File: src/sv/steo_pkg.sv
// Shared widths, the pipeline word and the arctangent table of the structure tensor unit.
`timescale 1ns / 1ps

package steo_pkg;

    localparam int DATA_W      = 24;
    localparam int DX_W        = DATA_W + 1;
    localparam int TR_W        = DATA_W + 1;
    localparam int RAD_W       = 2 * DX_W;
    localparam int ROOT_W      = DX_W;
    localparam int REM_W       = ROOT_W + 2;
    localparam int EIG_W       = DATA_W + 2;
    localparam int CW          = 34;
    localparam int ACC_W       = 32;
    localparam int NORM_BIT    = 29;
    localparam int MAG_W       = NORM_BIT + 1;
    localparam int ORIENT_W    = 16;
    localparam int ANGLE_STEPS = 18;
    localparam int NUM_CELLS   = ROOT_W;
    localparam int IDX_W       = 5;

    // One pixel as it travels down the row of cells.
    typedef struct packed {
        logic [TR_W-1:0]   tr;
        logic [RAD_W-1:0]  rad;
        logic [REM_W-1:0]  rem;
        logic [ROOT_W-1:0] root;
        logic signed [CW-1:0] x;
        logic signed [CW-1:0] y;
        logic [ACC_W-1:0]  acc;
        logic              zero;
    } pl_t;

    // atan(2^-i) with one full turn equal to 2^32, truncated.
    function automatic logic [ACC_W-1:0] atan_lut(input logic [IDX_W-1:0] idx);
        logic [ACC_W-1:0] v;
        case (idx)
            5'd0:    v = 32'h20000000;
            5'd1:    v = 32'h12E4051D;
            5'd2:    v = 32'h09FB385B;
            5'd3:    v = 32'h051111D4;
            5'd4:    v = 32'h028B0D43;
            5'd5:    v = 32'h0145D7E1;
            5'd6:    v = 32'h00A2F61E;
            5'd7:    v = 32'h00517C55;
            5'd8:    v = 32'h0028BE53;
            5'd9:    v = 32'h00145F2E;
            5'd10:   v = 32'h000A2F98;
            5'd11:   v = 32'h000517CC;
            5'd12:   v = 32'h00028BE6;
            5'd13:   v = 32'h000145F3;
            5'd14:   v = 32'h0000A2F9;
            5'd15:   v = 32'h0000517C;
            5'd16:   v = 32'h000028BE;
            5'd17:   v = 32'h0000145F;
            5'd18:   v = 32'h00000A2F;
            5'd19:   v = 32'h00000517;
            5'd20:   v = 32'h0000028B;
            5'd21:   v = 32'h00000145;
            5'd22:   v = 32'h000000A2;
            5'd23:   v = 32'h00000051;
            default: v = '0;
        endcase
        return v;
    endfunction

endpackage

File: src/sv/steo_cell.sv
// One cell of the row: one square root digit and, in the first 18 steps, one CORDIC rotation.
`timescale 1ns / 1ps

module steo_cell (
    input  logic                        clk,
    input  logic                        rst_n,
    input  logic                        en,
    input  logic [steo_pkg::IDX_W-1:0]  step_idx,
    input  logic                        in_valid,
    input  steo_pkg::pl_t               in_data,
    output logic                        out_valid,
    output steo_pkg::pl_t               out_data
);
    import steo_pkg::*;

    logic                 valid_reg;
    pl_t                  data_reg;
    pl_t                  data_next;
    logic [REM_W-1:0]     rem_sh, trial;
    logic signed [CW-1:0] xs, ys;

    always_comb
    begin
        data_next = in_data;
        rem_sh = {in_data.rem[REM_W-3:0], in_data.rad[RAD_W-1 -: 2]};
        trial  = {in_data.root, 2'b01};
        data_next.rad = in_data.rad << 2;
        if (rem_sh >= trial)
        begin
            data_next.rem  = rem_sh - trial;
            data_next.root = {in_data.root[ROOT_W-2:0], 1'b1};
        end
        else
        begin
            data_next.rem  = rem_sh;
            data_next.root = {in_data.root[ROOT_W-2:0], 1'b0};
        end

        xs = in_data.x >>> step_idx;
        ys = in_data.y >>> step_idx;
        if (step_idx < IDX_W'(ANGLE_STEPS))
        begin
            if (in_data.y > 0)
            begin
                data_next.x   = in_data.x + ys;
                data_next.y   = in_data.y - xs;
                data_next.acc = in_data.acc + atan_lut(step_idx);
            end
            else
            begin
                data_next.x   = in_data.x - ys;
                data_next.y   = in_data.y + xs;
                data_next.acc = in_data.acc - atan_lut(step_idx);
            end
        end
    end

    always_ff @(posedge clk or negedge rst_n)
    begin
        if (!rst_n)
            valid_reg <= 1'b0;
        else if (en)
            valid_reg <= in_valid;
    end

    always_ff @(posedge clk)
    begin
        if (en)
            data_reg <= data_next;
    end

    assign out_valid = valid_reg;
    assign out_data  = data_reg;

endmodule

File: config.mk
export PLATFORM = sky130hd
export DESIGN_NAME = steo_cell
export DESIGN_NICKNAME = d
export VERILOG_FILES = /design/src/sv/steo_pkg.sv /design/src/sv/steo_cell.sv
export SDC_FILE = /design/constraint.sdc
export NUM_CORES = 1
export LEC_CHECK = 0
export BUFFER_PORTS_ARGS = -buffer_cell sky130_fd_sc_hd__buf_2
export CAP_MARGIN = 20
export CORE_MARGIN = 5
export CORE_UTILIZATION = 57
export CTS_BUF_LIST = sky130_fd_sc_hd__clkbuf_16
export DETAILED_ROUTE_END_ITERATION = 7
export HOLD_SLACK_MARGIN = 0.1
export PLACE_DENSITY = 0.84
export SYNTH_ARGS = -nofsm -noshare
export SYNTH_HDL_FRONTEND = slang
export SYNTH_SLANG_ARGS = --single-unit
File: constraint.sdc
create_clock -name clk -period 0.92 [get_ports clk]
set_clock_uncertainty 0.15 [all_clocks]
set_input_delay 0.046 -clock clk [delete_from_list [all_inputs] [get_ports clk]]
set_output_delay 0.046 -clock clk [all_outputs]
set_load 0.005 [all_outputs]
==> reports/results.tsv, run 1 <==
stage	metric	value	unit
run_status	outcome	stopped before the end	
run_status	stop_stage	global routing (5_1_grt)	
run_status	stop_error	[ERROR GRT-0116] Global routing finished with congestion. Check the congestion regions in the DRC Viewer.	
floorplan	die_h	205	um
placed_design	postPlaceCellArea	0.0313	mm2
floorplan	start_util	57.7	%
cts	cts-buffers-inserted	25	
yosys	ys_warn_count	0	
global_route	grt_pass1_vias	41600	
cts	cts.htree.levels	1	
placed_design	dp_hpwl	79600	um
yosys	synth_cells	2316	
placed_design	routabilityCongestion	1.10	
yosys	mappedNetlistArea	0.0217	mm2
cts	cts.path.max_buffers	3	
yosys	synthFlopType	edfxtp_1	
yosys	synth_cell_types	95	
yosys	synth_edf_count	226	
global_route	grt_pass1_wl	291000	um
floorplan	ioPinCount	466	
yosys	syn_avg_cell_area	9.39	um2
yosys	ys_ff_latch	227	
cts	cts_root_buffer	clkbuf_16	
floorplan	placement_rows	71	
placed_design	io_buffers	461	
yosys	async_flop_share	0.441	%
global_route	grt_max_degree	59	
floorplan	die_width	205	um
global_route	track_usage	90.3	%
cts	cts_sinks	227	
global_route	overflow	814	
yosys	synth_seq_area_share	31.3	%
placed_design	place_ws	-4930	ps
==> timing repair <==
item                       CTS
hold buffers               214
gates cloned                 8
pin swaps                  171
resized for setup          326
setup buffers              103
hold endpoints to repair   453
setup endpoints to repair  356
==> routing by layer <==
layer  track usage, %  GRT overflow
met1             84.9            25
met5             59.5            10
met2              102           417
met4             97.8           305
met3             82.7            57
==> kinds of logic after synthesis <==
family / synth area share, %
AO/OA/AOI/OAI: 19.6
XOR/XNOR: 7.52
adder cells (fa/ha/maj): 7.87
buffers and inverters: 4.28
flip-flops: 31.3
multiplexers: 14.8
other: 0.0173
AND/OR/NAND/NOR: 14.5
==> synthesized netlist by cell type (44+ instances only) <==
cell type | number | area [um2]
nand2_1 | 261 | 980
edfxtp_1 | 226 | 6790
a21oi_1 | 198 | 991
nor2_1 | 196 | 736
o21ai_0 | 153 | 766
ha_1 | 132 | 1650
xor2_1 | 97 | 850
mux4_2 | 87 | 1960
xnor2_1 | 87 | 762
inv_1 | 77 | 289
clkbuf_1 | 70 | 263
mux2i_1 | 68 | 681
a21o_1 | 54 | 405
mux2_2 | 44 | 495
==> metrics by stage <==
step	cells	hold WS (ps)
after detailed placement	3978	-325
after floorplan	2317	-400
after CTS	4347	-238
after global placement	3978	-328
==> inputs of run 2 (changes only) <==
- CORE_UTILIZATION: 57 -> 40
- CTS_BUF_LIST: sky130_fd_sc_hd__clkbuf_16 -> not set
- HOLD_SLACK_MARGIN: 0.1 -> not set
- PLACE_DENSITY: 0.84 -> not set
- PLACE_DENSITY_LB_ADDON: not set -> 0.15
==> reports/results.tsv, run 2 <==
stage	metric	value	unit	change
critical_path	crit_type	in2reg		
placed_design	routabilityCongestion	0.981		was 1.10
placed_design	postPlaceCellArea	0.0321	mm2	was 0.0313 mm2
detailed_routing	ant_nets	0		
detailed_routing	finalWirelength	104000	um	
yosys	synthFlopType	edfxtp_1		unchanged
critical_path	cp.required	1100	ps	
sta	final-hold-violation-count	5		
floorplan	start_util	40.4	%	was 57.7%
sta	max_slew.worst_pin.slew	644	ps	
critical_path	path_common_cell	buf_4		
cts	cts.htree.levels	1		unchanged
finish	multi_input_area	0.0164	mm2	
critical_path	critPathCaptureType	register		
yosys	synth_cells	2316		unchanged
finish	drive_gt1_share	51.6	%	
yosys	yosysMostFrequentCell	nand2_1		unchanged
yosys	synth_seq_area_share	31.3	%	unchanged
detailed_routing	viasPerCell	5.58		
floorplan	design.die.area	0.0591	mm2	
finish	largest_register_ffs	226		
yosys	async_flop_share	0.441	%	unchanged
global_route	antenna_found_initial	9		
floorplan	core	0.0538	mm2	
cts	cts-buffers-inserted	27		was 25
yosys	syn_avg_cell_area	9.39	um2	unchanged
critical_path	worstPathMaxFanout	5		
cts	clock_latency	560	ps	
cts	cts_tree	built		
critical_path	cp_slowest_stage_delay	470	ps	
floorplan	die_width	243	um	was 205 um
run_status	violations	negative hold slack, negative setup slack		
critical_path	crit_buf_inv	4		
global_route	grt_max_degree	43		
power_and_ir_drop	vdd_drop_max	0.00193	V	
finish	final_util	71.4	%	
yosys	netlist_top_cells_count	nand2_1, edfxtp_1, a21oi_1		unchanged
placed_design	io_buffers	461		unchanged
finish	fillers	3961		
sta	slew_headroom	55.9	%	
cts	clk_pin_slew	60	ps	
power_and_ir_drop	power	54.5	mW	
yosys	mappedNetlistArea	0.0217	mm2	unchanged
yosys	synth_cell_types	95		unchanged
yosys	synth_compound_area_share	19.6	%	unchanged
finish	ff_latch_area	0.00681	mm2	
yosys	ys_ff_latch	227		unchanged
detailed_routing	drt-initial-drc-count	1838		
global_route	grt_pass1_wl	155000	um	
sta	clock.fmax	205	MHz	
finish	nets	4268		
global_route	grt_pass1_vias	26100		
sta	finalSetupTns	-482880	ps	
finish	area_growth	76.8	%	
sta	whs	-234	ps	
sta	setup_violations	582		
sta	final-max-slew-violation-count	0		
yosys	synth_top_family_by_area	compound AO/OA/AOI/OAI gates		unchanged
floorplan	ioPinCount	466		unchanged
sta	layout_min_cycle_time	4890	ps	
sta	post-route-period-util	531	%	
min_path	min_path_type	in2reg		
sta	fin_ws	-3970	ps	
critical_path	cp_top_family	compound AO/OA/AOI/OAI gates		
detailed_routing	num_vias	25800		
finish	layout_common_cells	buf_4, buf_2, nand2_1, edfxtp_1, dlygate4sd3_1		
cts	cts.path.max_buffers	3		unchanged
critical_path	cp-start-kind	input pin		
global_route	overflow	0		
yosys	muxShareOfSynthArea	14.8	%	unchanged
power_and_ir_drop	p_leak	17.3	nW	
finish	mostFrequentLayoutCell	buf_4		
detailed_routing	drc_errors	0		
yosys	synth_edf_count	226		unchanged
power_and_ir_drop	cellPowerDensity	1420	mW/mm2	
detailed_routing	firstDrtPassIters	6		
placed_design	dp_hpwl	78600	um	was 79,600 um
yosys	synth_top_area_cell	edfxtp_1		unchanged
yosys	ys_warn_count	0		unchanged
critical_path	r2r_slack	0	ps	
floorplan	placement_rows	85		was 71
job	maxCapViolCount	0		
global_route	track_usage	33.0	%	
critical_path	critPathSlowestCell	mux4_2		
yosys	synthAdderAreaFrac	7.87	%	unchanged
yosys	synth_top_area_share	31.2	%	unchanged
sta	rsz0062_at_grt	true		
floorplan	die_h	243	um	was 205 um
cts	cts_sinks	227		unchanged
critical_path	path_cells	buf_2 > buf_4 > mux4_2 > mux2_4 > a221o_1 > a21oi_2 > buf_4 > nand4_1 > nor4_4 > buf_4 > and2_4 > nor2_2 > xor2_1 > ha_1 > a21oi_2 > nand2b_1 > o311a_1 > a221o_1 > o21a_1 > or3b_4 > xnor2_2 > o21ai_1		
yosys	synthTopCellsByArea	edfxtp_1, mux4_2, ha_1		unchanged
finish	design_area	0.0384	mm2	
run_status	outcome	complete, but fails checks		was stopped before the end
yosys	yosys.area_share.simple	14.5	%	unchanged
yosys	synthXorXnorAreaFrac	7.52	%	unchanged
cts	cts_root_buffer	clkbuf_16		unchanged
detailed_routing	post_drt_wl_per_cell	22.5	um	
critical_path	arrival	5060	ps	
-- run 2: cell counts after synthesis --
No cell type changed its count.
-- run 2: worst paths after layout --
check                             start            end  depth (start not counted)
min                        in_data[150]  out_data[152]                          3
max                         in_data[62]   out_data[93]                         22
min in group asynchronous         rst_n      out_valid                          3
min reg2reg                   out_valid      out_valid                          1
max reg2reg                   out_valid      out_valid                          1
max in group asynchronous         rst_n      out_valid                          3
-- run 2: per-layer routing --
| layer | track usage, % | vias to the layer above | wire length [um] | part of all wire (%) |
|---|---|---|---|---|
| li1 | - | 11900 | - | - |
| met1 | 43.7 | 12700 | 43500 | 42 |
| met4 | 8.61 | 2 | 2970 | 2.9 |
| met5 | 0 | - | 7 | 0.0067 |
| met2 | 56.8 | 1031 | 50700 | 49 |
| met3 | 5.14 | 153 | 6920 | 6.6 |
-- run 2: final cells by class --
cell class / instances / share of cell area (%)
clock inverters: 20 / 0.531
flip-flops and latches: 227 / 17.7
inverters: 80 / 0.843
repair buffers: 1680 / 34.1
well taps: 696 / 2.27
multi-input cells: 1880 / 42.7
diodes: 8 / 0.0521
clock buffers: 30 / 1.79
-- run 2: timing repair --
item,CTS,global route
gates resized for setup,257,228
buffers inserted,75,38
hold buffers,223,5
hold endpoints to repair,452,11
pin swaps,153,115
setup endpoints to repair,355,582
gates cloned,5,3
-- run 2: logic make-up after synthesis --
kind of cell / count (synthesis)
flops: 227
fa+ha+maj: 135
xor+xnor: 185
other cells: 1
buf+inv: 210
compound gates: 669
mux: 203
simple gates: 686
-- run 2: report_power, final --
part	leakage (nW)	switching (mW)	internal [mW]	total, mW
clock	0.419	4.67	6.27	10.9
sequential	2.22	0.416	13.2	13.6
combinational	14.7	14.4	15.6	30.0
total	17.3	19.5	35.0	54.5
-- run 2: per-stage QoR --
stage | instances | setup slack, ps
finish | 4621 | -3970
global route | 4621 | -4120
CTS | 4574 | -3880
detailed placement | 4227 | -4830
global placement | 4227 | -5080
floorplan | 2317 | -4240
Note: power is estimated with default switching activity, not from simulation.
