**src/sv/steo_pkg.sv**
```systemverilog
// Shared widths, the pipeline word and the arctangent table of the structure tensor unit.
`timescale 1ns / 1ps

package steo_pkg;

    localparam int DATA_W      = 24;
    localparam int DX_W        = DATA_W + 1;
    localparam int TR_W        = DATA_W + 1;
    localparam int RAD_W       = 2 * DX_W;
    localparam int ROOT_W      = DX_W;
    localparam int REM_W       = ROOT_W + 2;
    localparam int EIG_W       = DATA_W + 2;
    localparam int CW          = 34;
    localparam int ACC_W       = 32;
    localparam int NORM_BIT    = 29;
    localparam int MAG_W       = NORM_BIT + 1;
    localparam int ORIENT_W    = 16;
    localparam int ANGLE_STEPS = 18;
    localparam int NUM_CELLS   = ROOT_W;
    localparam int IDX_W       = 5;

    // One pixel as it travels down the row of cells.
    typedef struct packed {
        logic [TR_W-1:0]   tr;
        logic [RAD_W-1:0]  rad;
        logic [REM_W-1:0]  rem;
        logic [ROOT_W-1:0] root;
        logic signed [CW-1:0] x;
        logic signed [CW-1:0] y;
        logic [ACC_W-1:0]  acc;
        logic              zero;
    } pl_t;

    // atan(2^-i) with one full turn equal to 2^32, truncated.
    function automatic logic [ACC_W-1:0] atan_lut(input logic [IDX_W-1:0] idx);
        logic [ACC_W-1:0] v;
        case (idx)
            5'd0:    v = 32'h20000000;
            5'd1:    v = 32'h12E4051D;
            5'd2:    v = 32'h09FB385B;
            5'd3:    v = 32'h051111D4;
            5'd4:    v = 32'h028B0D43;
            5'd5:    v = 32'h0145D7E1;
            5'd6:    v = 32'h00A2F61E;
            5'd7:    v = 32'h00517C55;
            5'd8:    v = 32'h0028BE53;
            5'd9:    v = 32'h00145F2E;
            5'd10:   v = 32'h000A2F98;
            5'd11:   v = 32'h000517CC;
            5'd12:   v = 32'h00028BE6;
            5'd13:   v = 32'h000145F3;
            5'd14:   v = 32'h0000A2F9;
            5'd15:   v = 32'h0000517C;
            5'd16:   v = 32'h000028BE;
            5'd17:   v = 32'h0000145F;
            5'd18:   v = 32'h00000A2F;
            5'd19:   v = 32'h00000517;
            5'd20:   v = 32'h0000028B;
            5'd21:   v = 32'h00000145;
            5'd22:   v = 32'h000000A2;
            5'd23:   v = 32'h00000051;
            default: v = '0;
        endcase
        return v;
    endfunction

endpackage

```
**src/sv/steo_front.sv**
```systemverilog
// Front end: difference, trace, squares, vector normalization and radicand.
`timescale 1ns / 1ps

module steo_front (
    input  logic                          clk,
    input  logic                          rst_n,
    input  logic                          en,
    input  logic                          in_valid,
    input  logic [steo_pkg::DATA_W-1:0]   sum_xx,
    input  logic [steo_pkg::DATA_W-1:0]   sum_xy,
    input  logic [steo_pkg::DATA_W-1:0]   sum_yy,
    output logic                          out_valid,
    output steo_pkg::pl_t                 out_data
);
    import steo_pkg::*;

    logic                   v0_reg, v1_reg, v2_reg;
    logic signed [DX_W-1:0] dx0_reg, c0_reg;
    logic [TR_W-1:0]        tr0_reg, tr1_reg;
    logic signed [DX_W-1:0] dx_next, c_next;
    logic [TR_W-1:0]        tr_next;
    logic [DX_W-1:0]        mdx, mc;
    logic [RAD_W-1:0]       sqa_reg, sqc_reg;
    logic signed [CW-1:0]   xn, yn;
    logic [CW-1:0]          mx, my;
    logic [MAG_W-1:0]       m;
    logic [ACC_W-1:0]       acc_n;
    logic signed [CW-1:0]   x1_reg, y1_reg;
    logic [ACC_W-1:0]       acc1_reg;
    logic                   zero1_reg;
    pl_t                    out_reg;

    assign dx_next = $signed({1'b0, sum_xx}) - $signed({1'b0, sum_yy});
    assign c_next  = $signed({sum_xy, 1'b0});
    assign tr_next = {1'b0, sum_xx} + {1'b0, sum_yy};

    assign mdx = dx0_reg[DX_W-1] ? DX_W'(-dx0_reg) : DX_W'(dx0_reg);
    assign mc  = c0_reg[DX_W-1]  ? DX_W'(-c0_reg)  : DX_W'(c0_reg);

    // Vectors in the left half plane are turned by half a turn, then both
    // components are scaled up until the larger magnitude reaches 2^29.
    always_comb
    begin
        xn    = CW'(dx0_reg);
        yn    = CW'(c0_reg);
        acc_n = '0;
        if (dx0_reg[DX_W-1])
        begin
            xn    = -xn;
            yn    = -yn;
            acc_n = ACC_W'(1) << (ACC_W - 1);
        end
        mx = xn[CW-1] ? CW'(-xn) : CW'(xn);
        my = yn[CW-1] ? CW'(-yn) : CW'(yn);
        m  = MAG_W'(mx | my);
        for (int k = 4; k >= 0; k--)
        begin
            if (m < (MAG_W'(1) << (MAG_W - (1 << k))))
            begin
                m  = m << (1 << k);
                xn = xn <<< (1 << k);
                yn = yn <<< (1 << k);
            end
        end
    end

    always_ff @(posedge clk or negedge rst_n)
    begin
        if (!rst_n)
        begin
            v0_reg <= 1'b0;
            v1_reg <= 1'b0;
            v2_reg <= 1'b0;
        end
        else if (en)
        begin
            v0_reg <= in_valid;
            v1_reg <= v0_reg;
            v2_reg <= v1_reg;
        end
    end

    always_ff @(posedge clk)
    begin
        if (en)
        begin
            dx0_reg   <= dx_next;
            c0_reg    <= c_next;
            tr0_reg   <= tr_next;
            sqa_reg   <= RAD_W'(mdx * mdx);
            sqc_reg   <= RAD_W'(mc * mc);
            tr1_reg   <= tr0_reg;
            x1_reg    <= xn;
            y1_reg    <= yn;
            acc1_reg  <= acc_n;
            zero1_reg <= (dx0_reg == '0) && (c0_reg == '0);
            out_reg.tr   <= tr1_reg;
            out_reg.rad  <= sqa_reg + sqc_reg;
            out_reg.rem  <= '0;
            out_reg.root <= '0;
            out_reg.x    <= x1_reg;
            out_reg.y    <= y1_reg;
            out_reg.acc  <= acc1_reg;
            out_reg.zero <= zero1_reg;
        end
    end

    assign out_valid = v2_reg;
    assign out_data  = out_reg;

endmodule

```
**config.mk**
```make
export PLATFORM = sky130hd
export DESIGN_NAME = steo_front
export DESIGN_NICKNAME = d
export VERILOG_FILES = /design/src/sv/steo_pkg.sv /design/src/sv/steo_front.sv
export SDC_FILE = /design/constraint.sdc
export NUM_CORES = 2
export LEC_CHECK = 0
export ABC_AREA = 1
export BUFFER_PORTS_ARGS = -buffer_cell sky130_fd_sc_hd__buf_2
export CAP_MARGIN = 20
export CORE_ASPECT_RATIO = 0.75
export CORE_MARGIN = 1
export CORE_UTILIZATION = 40
export CTS_CLUSTER_DIAMETER = 80
export DETAILED_ROUTE_END_ITERATION = 10
export GPL_ROUTABILITY_DRIVEN = 0
export SETUP_SLACK_MARGIN = 0.1
export SKIP_LAST_GASP = 1
export SLEW_MARGIN = 10
export SYNTH_ARGS = -nofsm -noshare
export SYNTH_HDL_FRONTEND = slang
export SYNTH_SLANG_ARGS = --single-unit
```
**constraint.sdc**
```tcl
create_clock -name clk -period 26.7 [get_ports clk]
set_input_delay 2.67 -clock clk [delete_from_list [all_inputs] [get_ports clk]]
set_output_delay 2.67 -clock clk [all_outputs]
set_load 0.005 [all_outputs]
```
Yosys cells after proc, flatten, opt, wreduce, memory -nomap -nowiden
Index checks and enable logic that the tools add are counted.

operators by class
  $add $sub $neg = 9
  multipliers = 2
  $lt $le $gt $ge = 5
  multiplexer cells = 21
  bitwise gates (word level) = 1
  reduce and logical (&&, ||, !) cells = 3

operators by type and width
  cell                  number
  $mux 34               12
  $mux 30               6
  $mul 25x25->50        2
  $neg 25->34           2
  $neg 30->30           2
  $add 50x50->50        1
  $logic_not 25->1      2
  $mux 25               2
  $neg 25->25           2
  $mux 32               1
  $lt 30x15->1 const B  1
  $lt 30x23->1 const B  1
  $lt 30x27->1 const B  1
  $lt 30x29->1 const B  1
  $lt 30x30->1 const B  1
  $or 30x30->30         1
  $add 24x24->25        1
  $sub 24x24->25        1
  $logic_and 1x1->1     1

storage, ports and cells
  bits in registers = 479
  input bits = 76
  output and inout port bits = 229

Longest topological paths before layout
  word-level depth = 15
  gate-level depth with buffers = 47

Least setup slack after synthesis
Ideal clock, no wire load.

  kind = reg-to-reg
  start = register c0_reg[1]
  end = register sqc_reg[47], data pin
  library setup time = 0.265 ns
  arrival = 8.254 ns
  required time = 26.435 ns
  path slack = 18.181 ns
  cell stages (with the launch flop) = 41
  path buffers = 2
  cell sequence = edfxtp_1 inv_2 clkbuf_1 ha_1 nand2_2 nor2_4 nand2_2 nand3_1 o21ai_1 inv_1 clkbuf_1 nor2_1 fa_1 inv_1 fa_1 inv_1 fa_1 ha_1 [... 5 more ...] ha_1 nand2_1 o21ai_0 a21oi_1 o21ai_0 a21oi_1 o21ai_0 a21oi_1 o21ai_0 nand2_1 nand2_1 nand3_1 nand2_1 nand2_1 nand3_1 nand4_1 o211ai_1 xor2_1

on the way
  word-level cells in the longest chain between the ends = 3

ends and longest elaborated chain
  item                      line              text
  start: declaration        steo_front.sv:18  logic signed [DX_W-1:0] dx0_reg, c0_reg;
  start signal: assignment  steo_front.sv:88  c0_reg <= c_next;
  $neg 25->25               steo_front.sv:38  assign mc = c0_reg[DX_W-1] ? DX_W'(-c0_reg) : DX_W'(c0_reg);
  $mux 25 (*)               steo_front.sv:38
  $mul 25x25->50 (*)        steo_front.sv:91  sqc_reg <= RAD_W'(mc * mc);
  end signal: assignment    steo_front.sv:91
  end: declaration          steo_front.sv:23  logic [RAD_W-1:0] sqa_reg, sqc_reg;

Mark *: on every way between the ends. The rest lies on a longest branch, timed or not.
A chain may end at the register's enable or synchronous reset.

Worst setup path in the final report
  start = register dx0_reg[0]
  end = register sqa_reg[46], data pin

on the way
  word-level cells in the longest chain between the ends = 3

ends and longest elaborated chain
  item                      line              text
  start: declaration        steo_front.sv:18
  start signal: assignment  steo_front.sv:87  dx0_reg <= dx_next;
  $neg 25->25               steo_front.sv:37  assign mdx = dx0_reg[DX_W-1] ? DX_W'(-dx0_reg) : DX_W'(dx0_reg);
  $mux 25 (*)               steo_front.sv:37
  $mul 25x25->50 (*)        steo_front.sv:90  sqa_reg <= RAD_W'(mdx * mdx);
  end signal: assignment    steo_front.sv:90
  end: declaration          steo_front.sv:23

Marked as above.

==> results_dict.tcl <==
set metrics [dict create \
    start_util 0.403 \
    skew_ps 54.8 \
    postSynthCellCount 6660 \
    wl_met2_um 67400 \
    nets 8254 \
    dr_wl_met3_um 16100 \
    cts_max_level 2 \
    holdBufCountCts 0 \
    tns_ps 0 \
    largest_reg_flops 142 \
    seq_area_frac_synth 0.212 \
    critical_path_class "register to register" \
    core-area_um2 143000 \
    crit_path_start "dx0_reg[0]" \
    vias 43500 \
    setup_viol 0 \
    fin_crit_sh 0.407 \
    fmax_mhz 92.0 \
    cpMostUsedCell "inv_1" \
    numCtsBuffers 50 \
    crit_fanout 26 \
    finalCriticalPeriod_ps 10870 \
    grt_overflow 0 \
    r2r_start "dx0_reg[0]" \
    syn-cell-area_um2 57600 \
    crit_end "sqa_reg[46]" \
    ys_ff_latch 407 \
    worst_ep_required_time_ps 27110 \
    yosysTopAreaCellShare 0.310 \
    drive_above_1_share 0.0640 \
    die_h_um 331 \
    critPathSlowestCell "nand2_1" \
    async_flop_share 0.00737 \
    maxCapViolations 0 \
    hpwlAfterDp_um 128000 \
    dieArea_um2 145000 \
    cts_tree "yes" \
    first_pass_iters 8 \
    multiInputGateArea_um2 38200 \
    antenna_cells 0 \
    slew-limit-headroom 0.218 \
    drt_iter0_drc 3770 \
    totalWireLength_um 159000 \
    cts-root-buf "clkbuf_16" \
    fillers 14100 \
    cp-start-kind "register" \
    crit_path_max_incr_delay_ps 840 \
    synth-edff-count 404 \
    viasPerCell 4.98 \
    clk_pin_slew_worst_paths_ps 60 \
    cts_buffer_depth 3 \
    grt_pass1_wl_um 251000 \
    rsz0062_at_grt "false" \
    die_w_um 440 \
    reg2reg_depth 41 \
    antenna_found_initial 0 \
    clkSinkCount 407 \
    regToRegSetupSlack_ps 15830 \
    worstSetupEndpointType "register" \
    rows 120 \
    cts_resized 0 \
    arrival_ps 11290 \
    wl_met1_um 70800 \
    top_layer "met4" \
    hold_violations 0 \
    grt_pass1_vias 44200 \
    cts_setup_buffers 0 \
    final-seq-area_um2 12200 \
    grt_usage 0.223 \
    area_growth_pct 7.74 \
    worstHoldPathCells 0 \
    yosysWarnings 0 \
    insertion_delay_ps 700 \
    hold_class "register to register" \
    drc 0 \
    synth_top_area_cell "fa_1" \
    reg2reg_to "sqa_reg[46]" \
    ant_nets 0 \
    grt_start_max_net_pins 100 \
    routedWlPerCell_um 18.1 \
    worst_pin_slew_ps 1170 \
    synthTopCellsByArea "fa_1 (31%), edfxtp_1 (21%), inv_1 (10%)" \
    status "finished, final reports clean" \
    synth.distinct_cells 55 \
    ios 305 \
    slew_viol_final 0 \
    syn-mean-instance-area_um2 8.64 \
    synth_flop_cell "edfxtp_1" \
    io_buffers 219 \
]
-- cell families (layout without fill, tap and decap cells) --
kind of cell	Yosys count	after routing	synth area share
AND/OR/NAND/NOR	2288	2288	0.164
adder cells (fa/ha/maj)	1360	1360	0.412
buffers and inverters	1885	1977	0.131
other	2	109	0.000130
XOR/XNOR	204	204	0.0312
multiplexers	1	1	0.000196
flip-flops	407	407	0.212
AO/OA/AOI/OAI	513	513	0.0491
-- per-layer routing --
| metal | up-vias | global-route usage |
|---|---|---|
| met5 | - | 0 |
| met4 | 0 | 0.0598 |
| met3 | 210 | 0.0596 |
| met2 | 1781 | 0.332 |
| met1 | 21200 | 0.320 |
| li1 | 20400 | - |
-- metrics by stage --
stage	hold slack [ps]	utilization	worst slack [ps]	instances	area, um^2
after CTS	416	0.434	15930	8750	62000
after floorplan	400	-	18180	6767	58000
after global routing	420	0.434	15180	8750	62000
final	413	0.434	15830	8750	62000
after detailed placement	405	0.423	15930	8657	60400
after global placement	400	0.423	16210	8656	60400
-- worst max-delay path, delay by kind of cell (launching register included) --
| family | cells | cell delay (ps) |
|---|---|---|
| adder cells (fa/ha/maj) | 8 | 3870 |
| AND/OR/NAND/NOR | 15 | 2610 |
| buffers and inverters | 12 | 1900 |
| AO/OA/AOI/OAI | 5 | 1590 |
| flip-flops | 1 | 490 |
| XOR/XNOR | 1 | 150 |
-- layout by cell type, fill, tap and decap left out, types with 6 or more instances in the layout --
cell type      n
o21a_1        12
a21oi_1      238
clkbuf_1       9
fa_1         892
nor2_1       540
buf_2        218
conb_1       109
or2_2         15
o31ai_1       11
a31oi_1       35
a21o_1         9
xnor2_1       46
edfxtp_1     404
nand3_1      358
clkinv_1      24
nand2_2       19
ha_1         468
nand4_1       28
nand2_1     1259
inv_2         18
nor3_1        20
nor2_2        12
o21ai_1       17
clkbuf_16     51
o21ai_0      143
o221ai_1       6
buf_4         59
o211ai_1       9
nand3b_1      14
clkinvlp_4     7
xor2_1       157
inv_1       1571
o21bai_1      21
-- worst min path at each step --
| stage | slack (ps) | end | start |
|---|---|---|---|
| detailed placement | 400 | out_data[0] | zero1_reg |
| floorplan | 400 | out_data[0] | zero1_reg |
| global route | 420 | tr1_reg[18] | tr0_reg[18] |
| global placement | 400 | out_data[97] | x1_reg[30] |
| finish | 410 | out_data[71] | x1_reg[4] |
| CTS | 420 | out_data[45] | y1_reg[12] |
-- layout make-up --
type,instances,share of cell area
Clock buffer,60,0.0211
Clock inverter,33,0.00561
Inverter,1606,0.0972
Multi-Input combinational cell,4475,0.616
Sequential cell,407,0.197
Tap cell,1891,0.0381
Timing Repair Buffer,278,0.0250
-- synthesized netlist by cell type (5+ instances only) --
library cell and instances:
nor2_4 5, o21ai_1 17, nor2_1 540, a21oi_1 238
o21bai_1 21, o211ai_1 9, nand3_1 358, nand3b_1 14
inv_2 18, buf_6 8, clkinv_1 17, o21ai_0 144
nand2_2 19, inv_1 1571, o221ai_1 6, a21o_1 9
nor3_1 20, a31oi_1 35, nand2_1 1259, ha_1 468
edfxtp_1 404, buf_1 21, o31ai_1 11, xor2_1 157
clkbuf_1 102, buf_2 57, nand4_1 28, o21a_1 12
xnor2_1 46, or2_2 15, nor2_2 12, buf_4 91
fa_1 892
Power is left out: the tool's default activity adds up to more than one toggle a clock period on the data nets, which glitch-free logic cannot reach.
